## src/phd_pkg.sv

```systemverilog
package phd_pkg;

	// Fixed field widths
	localparam int FUNC_W     = 2;
	localparam int PART_W     = 10;
	localparam int COORD_W    = 32;
	localparam int DISP_W     = COORD_W + 1;
	localparam int STEP_W     = 5;
	localparam int STATUS_W   = 2;
	localparam int DEPTH_W    = 5;
	localparam int PCOUNT_W   = 11;
	localparam int FRAMES_W   = 8;
	localparam int CFG_IDX_W  = 1;
	localparam int CFG_DATA_W = 11;

	// Item function codes
	localparam logic [FUNC_W-1:0] FN_FRAME = 2'd0;
	localparam logic [FUNC_W-1:0] FN_STORE = 2'd1;
	localparam logic [FUNC_W-1:0] FN_QUERY = 2'd2;

	// Result status codes
	localparam logic [STATUS_W-1:0] STS_OK       = 2'd0;
	localparam logic [STATUS_W-1:0] STS_RANGE    = 2'd1;
	localparam logic [STATUS_W-1:0] STS_TOO_LONG = 2'd2;

	// Configuration register indexes
	localparam logic [CFG_IDX_W-1:0] REG_HISTORY_DEPTH  = 1'd0;
	localparam logic [CFG_IDX_W-1:0] REG_PARTICLE_COUNT = 1'd1;

	// Register reset values and the frame counter limit
	localparam logic [DEPTH_W-1:0]  DEPTH_RESET  = 5'd16;
	localparam logic [PCOUNT_W-1:0] PCOUNT_RESET = 11'd1024;
	localparam logic [FRAMES_W-1:0] FRAMES_MAX   = 8'd255;

	typedef enum logic [2:0] {
		S_INIT_CLR,
		S_IDLE,
		S_REDUCE,
		S_EXEC,
		S_FRAME_CLR,
		S_PUT
	} state_t;

	typedef struct packed {
		logic take;
		logic reduce;
		logic exec;
		logic clr_step;
		logic put;
	} cmd_t;

	typedef struct packed {
		logic part_big;
		logic is_frame;
		logic clr_done;
		logic out_free;
	} sts_t;

endpackage

```

## src/phd_ctrl.sv

```systemverilog
module phd_ctrl import phd_pkg::*; (
	input  logic clk,
	input  logic arst_n,
	input  logic in_valid,
	output logic in_stall,
	input  sts_t sts,
	output cmd_t cmd
);

	state_t state_q, state_d;

	always_ff @(posedge clk or negedge arst_n) begin
		if (!arst_n) begin
			state_q <= S_INIT_CLR;
		end else begin
			state_q <= state_d;
		end
	end

	always_comb begin
		state_d  = state_q;
		cmd      = '0;
		in_stall = 1'b1;
		unique case (state_q)
			S_INIT_CLR: begin
				if (sts.clr_done) begin
					state_d = S_IDLE;
				end else begin
					cmd.clr_step = 1'b1;
				end
			end
			S_IDLE: begin
				in_stall = 1'b0;
				if (in_valid) begin
					cmd.take = 1'b1;
					state_d  = S_REDUCE;
				end
			end
			S_REDUCE: begin
				// fold the particle index one stride per cycle
				if (sts.part_big) begin
					cmd.reduce = 1'b1;
				end else begin
					state_d = S_EXEC;
				end
			end
			S_EXEC: begin
				cmd.exec = 1'b1;
				state_d  = sts.is_frame ? S_FRAME_CLR : S_PUT;
			end
			S_FRAME_CLR: begin
				if (sts.clr_done) begin
					state_d = S_PUT;
				end else begin
					cmd.clr_step = 1'b1;
				end
			end
			S_PUT: begin
				if (sts.out_free) begin
					cmd.put = 1'b1;
					state_d = S_IDLE;
				end
			end
			default: begin
				state_d = S_IDLE;
			end
		endcase
	end

endmodule

```

## config.mk

```make
export PLATFORM = sky130hd
export DESIGN_NAME = phd_ctrl
export DESIGN_NICKNAME = d
export VERILOG_FILES = /design/src/phd_pkg.sv /design/src/phd_ctrl.sv
export SDC_FILE = /design/constraint.sdc
export NUM_CORES = 1
export LEC_CHECK = 0
export BUFFER_PORTS_ARGS = -buffer_cell sky130_fd_sc_hd__buf_2
export CAP_MARGIN = 10
export CORE_AREA = 5 5 42 44
export DETAILED_ROUTE_END_ITERATION = 12
export DIE_AREA = 0 0 47 49
export GPL_TIMING_DRIVEN = 1
export PLACE_DENSITY = 0.43
export SLEW_MARGIN = 40
export SYNTH_ARGS = -nofsm -noshare
export SYNTH_HDL_FRONTEND = slang
export SYNTH_SLANG_ARGS = --single-unit
```

## constraint.sdc

```tcl
create_clock -name clk -period 1.24 [get_ports clk]
set_input_delay 0.248 -clock clk [delete_from_list [all_inputs] [get_ports clk]]
set_output_delay 0.248 -clock clk [all_outputs]
set_load 0.01 [all_outputs]
```

==> results of run 1 <==
metrics by stage:
step	utilization [%]	worst slack [ns]	setup TNS (ns)
final	28.7	-0.185	-0.724
after global routing	28.7	-0.243	-1.11
after CTS	28.1	-0.205	-0.867
after detailed placement	23.2	-0.0131	-0.0131
after global placement	23.2	0.00174	0
after floorplan	-	0.0271	0
layer usage:
metal / share of wire (%) / vias up / global-route usage (%)
met5: 0 / - / 0
met4: 0.76 / 0 / 4.15
met3: 12 / 2 / 4.43
met2: 39 / 13 / 7.47
met1: 49 / 112 / 8.37
li1: - / 130 / -
final cells by class:
class	count	area, um2	share of cell area, %
inverters	1	3.75	0.935
repair buffers	18	118	29.3
well taps	16	20.0	4.98
flip-flops and latches	3	77.6	19.3
clock buffers	4	26.3	6.54
multi-input cells	20	156	38.9
power by group through the flow:
stage / logic, W / registers (W) / clock network (W)
after floorplan: 0.000339 / 0.000167 / 0
after global placement: 0.000436 / 0.000210 / 0
after detailed placement: 0.000435 / 0.000211 / 0
after CTS: 0.000520 / 0.000214 / 0.000179
after global routing: 0.000579 / 0.000221 / 0.000190
final: 0.000523 / 0.000213 / 0.000168
cells by family (layout without fill, tap and decap cells):
kind of cell	after synthesis	count (layout)	synth area share, %
AO/OA/AOI/OAI	6	6	16.5
AND/OR/NAND/NOR	14	14	40.4
buffers and inverters	3	23	11.2
flip-flops	3	3	31.9
worst max-delay path by stage:
stage / to / slack (ns) / depth (start not counted)
5_1_grt: cmd[4] / -0.24 / 4
2_1_floorplan: cmd[4] / 0.03 / 3
4_1_cts: cmd[4] / -0.21 / 4
3_3_place_gp: cmd[4] / 0.002 / 4
3_5_place_dp: cmd[4] / -0.01 / 4
6_report: cmd[4] / -0.18 / 4
critical path: stages (launching register included):
cell and delay (ns):
dfrtp_1 0.37, nand2b_4 0.14, or2_4 0.23, nor2_2 0.08
buf_2 0.13
synth_stat cells:
cell      instances
nor2b_1           1
o21ai_0           1
nor2_1            4
inv_1             1
a21oi_1           2
nand2b_1          1
nor3_1            1
dfrtp_1           3
nand2b_4          1
nand2_1           3
nor4bb_4          1
a211oi_1          1
or2_1             2
buf_6             2
o32ai_1           1
a21o_1            1
repair_timing:
action | 4_1_cts | 5_1_grt
setup endpoints to repair | 6 | 6
hold buffers | 1 | 0
hold endpoints to repair | 3 | 0
gates resized for setup | 8 | 2
pin swaps | 3 | 0
buffers inserted | 1 | 0
==> key figures, run 1 <==
Floorplan
  – Total core area: 1400 um2
  – Die area: 2300 um2
  – Initial core utilization: 16.8%
  – # rows: 14
  – Die Span Y: 49 um
  – Die Wd: 47 um
  – I/O pins: 13

Critical path
  – Crit Reg-Reg Startpoint: state_q[0]
  – CP required: 0.99 ns
  – FF-to-FF path depth: 4
  – CP startpoint: state_q[1]
  – CP Launch Type: register
  – CP arrival: 1.18 ns
  – Critical Path Fanout Max: 2
  – Worst Setup End Kind: output pin
  – Reg2Reg Setup Slack: 0.13 ns
  – R2R Path End: state_q[0]
  – Crit path kind: register to output pin

Finish
  – Biggest regs: state_q (3)
  – Fillers: 160
  – Most frequent cells in the layout: buf_2, buf_4, clkbuf_4
  – Design Area, Final: 402 um2
  – Ratio of cells with drive above 1 in the final layout: 65.2%
  – Max FFs per register: 3
  – Biggest register: state_q
  – Diodes inserted: 0
  – Area grow syn2layout: 70.7%
  – Most common cell after layout, fill and taps aside: buf_2
  – Nets@finish: 54
  – Non-Filler Instances: 62

Drt
  – DR vias: 257
  – Vias per Instance: 4.15
  – Pre-Repair DR Iteration Count: 1
  – 1st-iter DRT viols: 0
  – Post-DRT Antenna Nets: 0
  – Post-Route WL: 657 um
  – DRC Markers: 0
  – WL/cell: 10.6 um

Clocking
  – TritonCTS buffer count: 3
  – CTS tree: done
  – Clock Tree Root: clkbuf_4
  – CTS clk-pin slew, worst paths: 0.04 ns
  – Clock Sinks: 3
  – CTS HTree Levels: 1
  – Worst-skew pair later-pin latency: 0.23 ns
  – Max clock buf depth: 2

Place
  – Placed instance area: 325 um2
  – DPL Wire Length: 520 um
  – RePlAce Congestion: 0.690
  – IO buf count: 12
  – Placed insts: 56

Power
  – PwrDens: 2250 nW/um2
  – Sequential power share: 23.5%
  – Leak: 0.195 nW
  – Internal power: 0.000561 W
  – Combinational share of power: 57.9%
  – PnR Total Power: 0.000903 W
  – Clock share of power: 18.6%
  – Switching share of power: 37.9%
  – Switch Pwr: 0.000342 W
  – Worst vdd ir: 668 uV

STA
  – Max frequency: 702 MHz
  – Worst hold slack: 0.348 ns
  – Final Hold Fails: 0
  – Clock Skews: 0.00231 ns
  – Tcrit/Tclk final: 115%
  – Setup violators final: 6
  – Final slew viol count: 0
  – Fin crit period: 1.42 ns
  – RSZ-0062 raised after global routing: true
  – Max_slew headroom: 85.3%
  – Worst setup margin: -0.185 ns
  – Slew @ Worst Pin: 0.220 ns

Job
  – Max_cap viols: 0

Status
  – Outcome: finished, violations left
  – Failing checks: setup timing

Synthesis
  – Largest cells by area after synthesis: dfrtp_1, nor4bb_4, buf_6
  – Synth Warn #: 0
  – Cell count after synthesis: 26
  – Post-Syn Nets: 33
  – Mean Syn Cell Area: 9.05 um2
  – Distinct cells, synth: 16
  – Synth area leader: dfrtp_1
  – Netlist Area Pre-Place: 235 um2
  – Post-synthesis sequential area ratio: 31.9%
  – Yosys reg bits: 3
  – Post-synth top area share: 31.9%

Global routing
  – Largest net degree at the start of global routing: 7
  – Antenna violations before repair: 0
  – Total grt overflow: 0
  – Vias in the first global route: 254
  – First-pass GRT wire length: 1.03 mm
  – Total GRT Usage: 6.48%

Min path
  – Hold WC Path Type: input pin to asynchronous set/reset pin
Note: power is estimated with default switching activity, not from simulation.
==> inputs of run 2 (changes only) <==
Settings changed: CELL_PAD_IN_SITES_DETAIL_PLACEMENT set to 1, CELL_PAD_IN_SITES_GLOBAL_PLACEMENT set to 1, PLACE_DENSITY 0.43 to 0.54.
==> run 2 against run 1 <==
Effect of this change:
- the flow still finishes with violations (setup timing)
- sequential power decreased by 2%
- clock skew decreased by 0.0020 ns
- non-clock buffer count increased by 1
- count of clock-buffer cells in the layout unchanged
- critical path type unchanged
- critical endpoint unchanged
==> key figures, run 2 (same netlist as run 1, synthesis figures left out) <==
Status
  – Outcome: finished, violations left (unchanged)
  – Failing checks: setup timing (unchanged)

Drt
  – DRC Markers: 0 (unchanged)
  – Post-DRT Antenna Nets: 0 (unchanged)
  – Pre-Repair DR Iteration Count: 1 (unchanged)
  – WL/cell: 11.4 um (was 10.6 um)
  – 1st-iter DRT viols: 0 (unchanged)
  – DR vias: 257 (unchanged)
  – Post-Route WL: 717 um (was 657 um)
  – Vias per Instance: 4.08 (was 4.15)

STA
  – Slew @ Worst Pin: 0.217 ns (was 0.220 ns)
  – RSZ-0062 raised after global routing: true (unchanged)
  – Fin crit period: 1.42 ns (about the same)
  – Final Hold Fails: 0 (unchanged)
  – Final slew viol count: 0 (unchanged)
  – Final setup TNS: -0.776 ns (was -0.724 ns)
  – Worst setup margin: -0.181 ns (was -0.185 ns)
  – Setup violators final: 6 (unchanged)
  – Clock Skews: 0.000301 ns (was 0.00231 ns)
  – Max frequency: 704 MHz (was 702 MHz)
  – Worst hold slack: 0.347 ns (was 0.348 ns)
  – Tcrit/Tclk final: 115% (about the same)
  – Max_slew headroom: 85.5% (was 85.3%)

Critical path
  – Crit Reg-Reg Startpoint: state_q[0] (unchanged)
  – Critical Path Max Stage Delay: 0.37 ns (about the same)
  – R2R Path End: state_q[0] (unchanged)
  – CP required: 0.99 ns (about the same)
  – CP Launch Type: register (unchanged)
  – Worst Setup End Kind: output pin (unchanged)
  – Crit path kind: register to output pin (unchanged)
  – Crit path to: cmd[4] (unchanged)
  – CP startpoint: state_q[1] (unchanged)
  – Reg2Reg Setup Slack: 0.14 ns (was 0.13 ns)
  – Worst path top cell family by delay: simple AND/OR/NAND/NOR gates (unchanged)
  – Worst-path cell chain: nand2b_4, or2_4, nor2_2, buf_2 (unchanged)
  – Worst path bufs/invs: 1 (unchanged)
  – CP arrival: 1.17 ns (was 1.18 ns)
  – Worst path slowest cell: dfrtp_1 (unchanged)
  – Critical Path Fanout Max: 2 (unchanged)
  – Levels on crit path: 4 (unchanged)
  – FF-to-FF path depth: 4 (unchanged)

Place
  – IO buf count: 12 (unchanged)
  – Placed instance area: 333 um2 (was 325 um2)
  – DPL Wire Length: 532 um (was 520 um)
  – Dpl ws: -0.00262 ns (was -0.0131 ns)
  – RePlAce Congestion: 0.700 (was 0.690)

Floorplan
  – Initial core utilization: 16.8% (unchanged)
  – Die area: 2300 um2 (unchanged)
  – Die Span Y: 49 um (unchanged)
  – # rows: 14 (unchanged)
  – Die Wd: 47 um (unchanged)
  – Total core area: 1400 um2 (unchanged)
  – I/O pins: 13 (unchanged)

Job
  – Max_cap viols: 0 (unchanged)

Finish
  – Design Area, Final: 403 um2 (was 402 um2)
  – Fillers: 174 (was 160)
  – Biggest regs: state_q (3) (unchanged)
  – FF/Latch Area: 77.6 um2 (unchanged)
  – Ratio of cells with drive above 1 in the final layout: 63.8% (was 65.2%)
  – Biggest register: state_q (unchanged)
  – Nets@finish: 55 (was 54)
  – Diodes inserted: 0 (unchanged)
  – Most frequent cells in the layout: buf_2, buf_4, nand2_1, clkbuf_4 (was buf_2, buf_4, clkbuf_4)
  – Most common cell after layout, fill and taps aside: buf_2 (unchanged)
  – Max FFs per register: 3 (unchanged)
  – Multi-input gate area: 154 um2 (was 156 um2)
  – Area grow syn2layout: 71.3% (was 70.7%)

Global routing
  – Total GRT Usage: 7.53% (was 6.48%)
  – Largest net degree at the start of global routing: 7 (unchanged)
  – Vias in the first global route: 272 (was 254)
  – Antenna violations before repair: 0 (unchanged)
  – First-pass GRT wire length: 1.18 mm (was 1.03 mm)
  – Total grt overflow: 0 (unchanged)

Clocking
  – Clock Sinks: 3 (unchanged)
  – CTS clk-pin slew, worst paths: 0.04 ns (about the same)
  – TritonCTS buffer count: 3 (unchanged)
  – Worst-skew pair later-pin latency: 0.23 ns (about the same)
  – CTS tree: done (unchanged)
  – CTS HTree Levels: 1 (unchanged)
  – Clock Tree Root: clkbuf_4 (unchanged)
  – Max clock buf depth: 2 (unchanged)

Power
  – PwrDens: 2300 nW/um2 (was 2250 nW/um2)
  – PnR Total Power: 0.000928 W (was 0.000903 W)
  – Leak: 0.199 nW (was 0.195 nW)
  – Worst vdd ir: 977 uV (was 668 uV)

Min path
  – Hold WC Path Type: input pin to register (was input pin to asynchronous set/reset pin)
## run 2: routing by layer
metal	part of all wire (%)	wire, um	vias to the layer above	GRT usage (%)
met2	40	287	14	9.28
met3	11	78	2	7.01
met4	1.1	8	0	1.38
met5	0	0	-	0
li1	-	-	131	-
met1	48	343	110	9.65
## run 2: what timing repair did
action | in CTS | in global routing
setup endpoints to repair | 6 | 6
buffers inserted | 1 | 0
gates resized for setup | 4 | 4
pin swaps | 2 | 0
hold endpoints to repair | 3 | 0
hold buffers | 1 | 0
## run 2: tightest hold or removal path, cell delays in order
cell and delay [ns]:
buf_2 0.07, nand2_1 0.04, nor2_1 0.08, o32ai_1 0.09
## run 2: where the power goes
part           total [W]  switching [W]  internal, W  leakage (nW)
clock network   0.000176      0.0000549     0.000121        0.0150
logic           0.000543       0.000238     0.000305         0.149
registers       0.000209      0.0000639     0.000145        0.0354
total           0.000928       0.000357     0.000571         0.199
## run 2: through the flow
step | std cells | utilization [%]
2_1_floorplan | 26 | -
3_3_place_gp | 57 | 23.8
3_5_place_dp | 57 | 23.8
4_1_cts | 63 | 27.4
5_1_grt | 63 | 28.7
6_report | 63 | 28.7
## run 2: how the worst min path moves through the flow
stage	startpoint	endpoint	slack, ns	cells after the start
after floorplan	arst_n	state_q[0]	-0.05	0
after global routing	arst_n	state_q[1]	0.35	2
final	sts[2]	state_q[0]	0.35	4
after CTS	arst_n	state_q[1]	0.34	2
after global placement	arst_n	state_q[2]	0.05	1
after detailed placement	arst_n	state_q[2]	0.05	1
## run 2: area by class of cell
class	count	area share, %
Inverter	1	0.932
Sequential cell	3	19.3
Timing Repair Buffer	19	30.1
Multi-Input combinational cell	20	38.2
Clock buffer	4	6.52
Tap cell	16	4.97
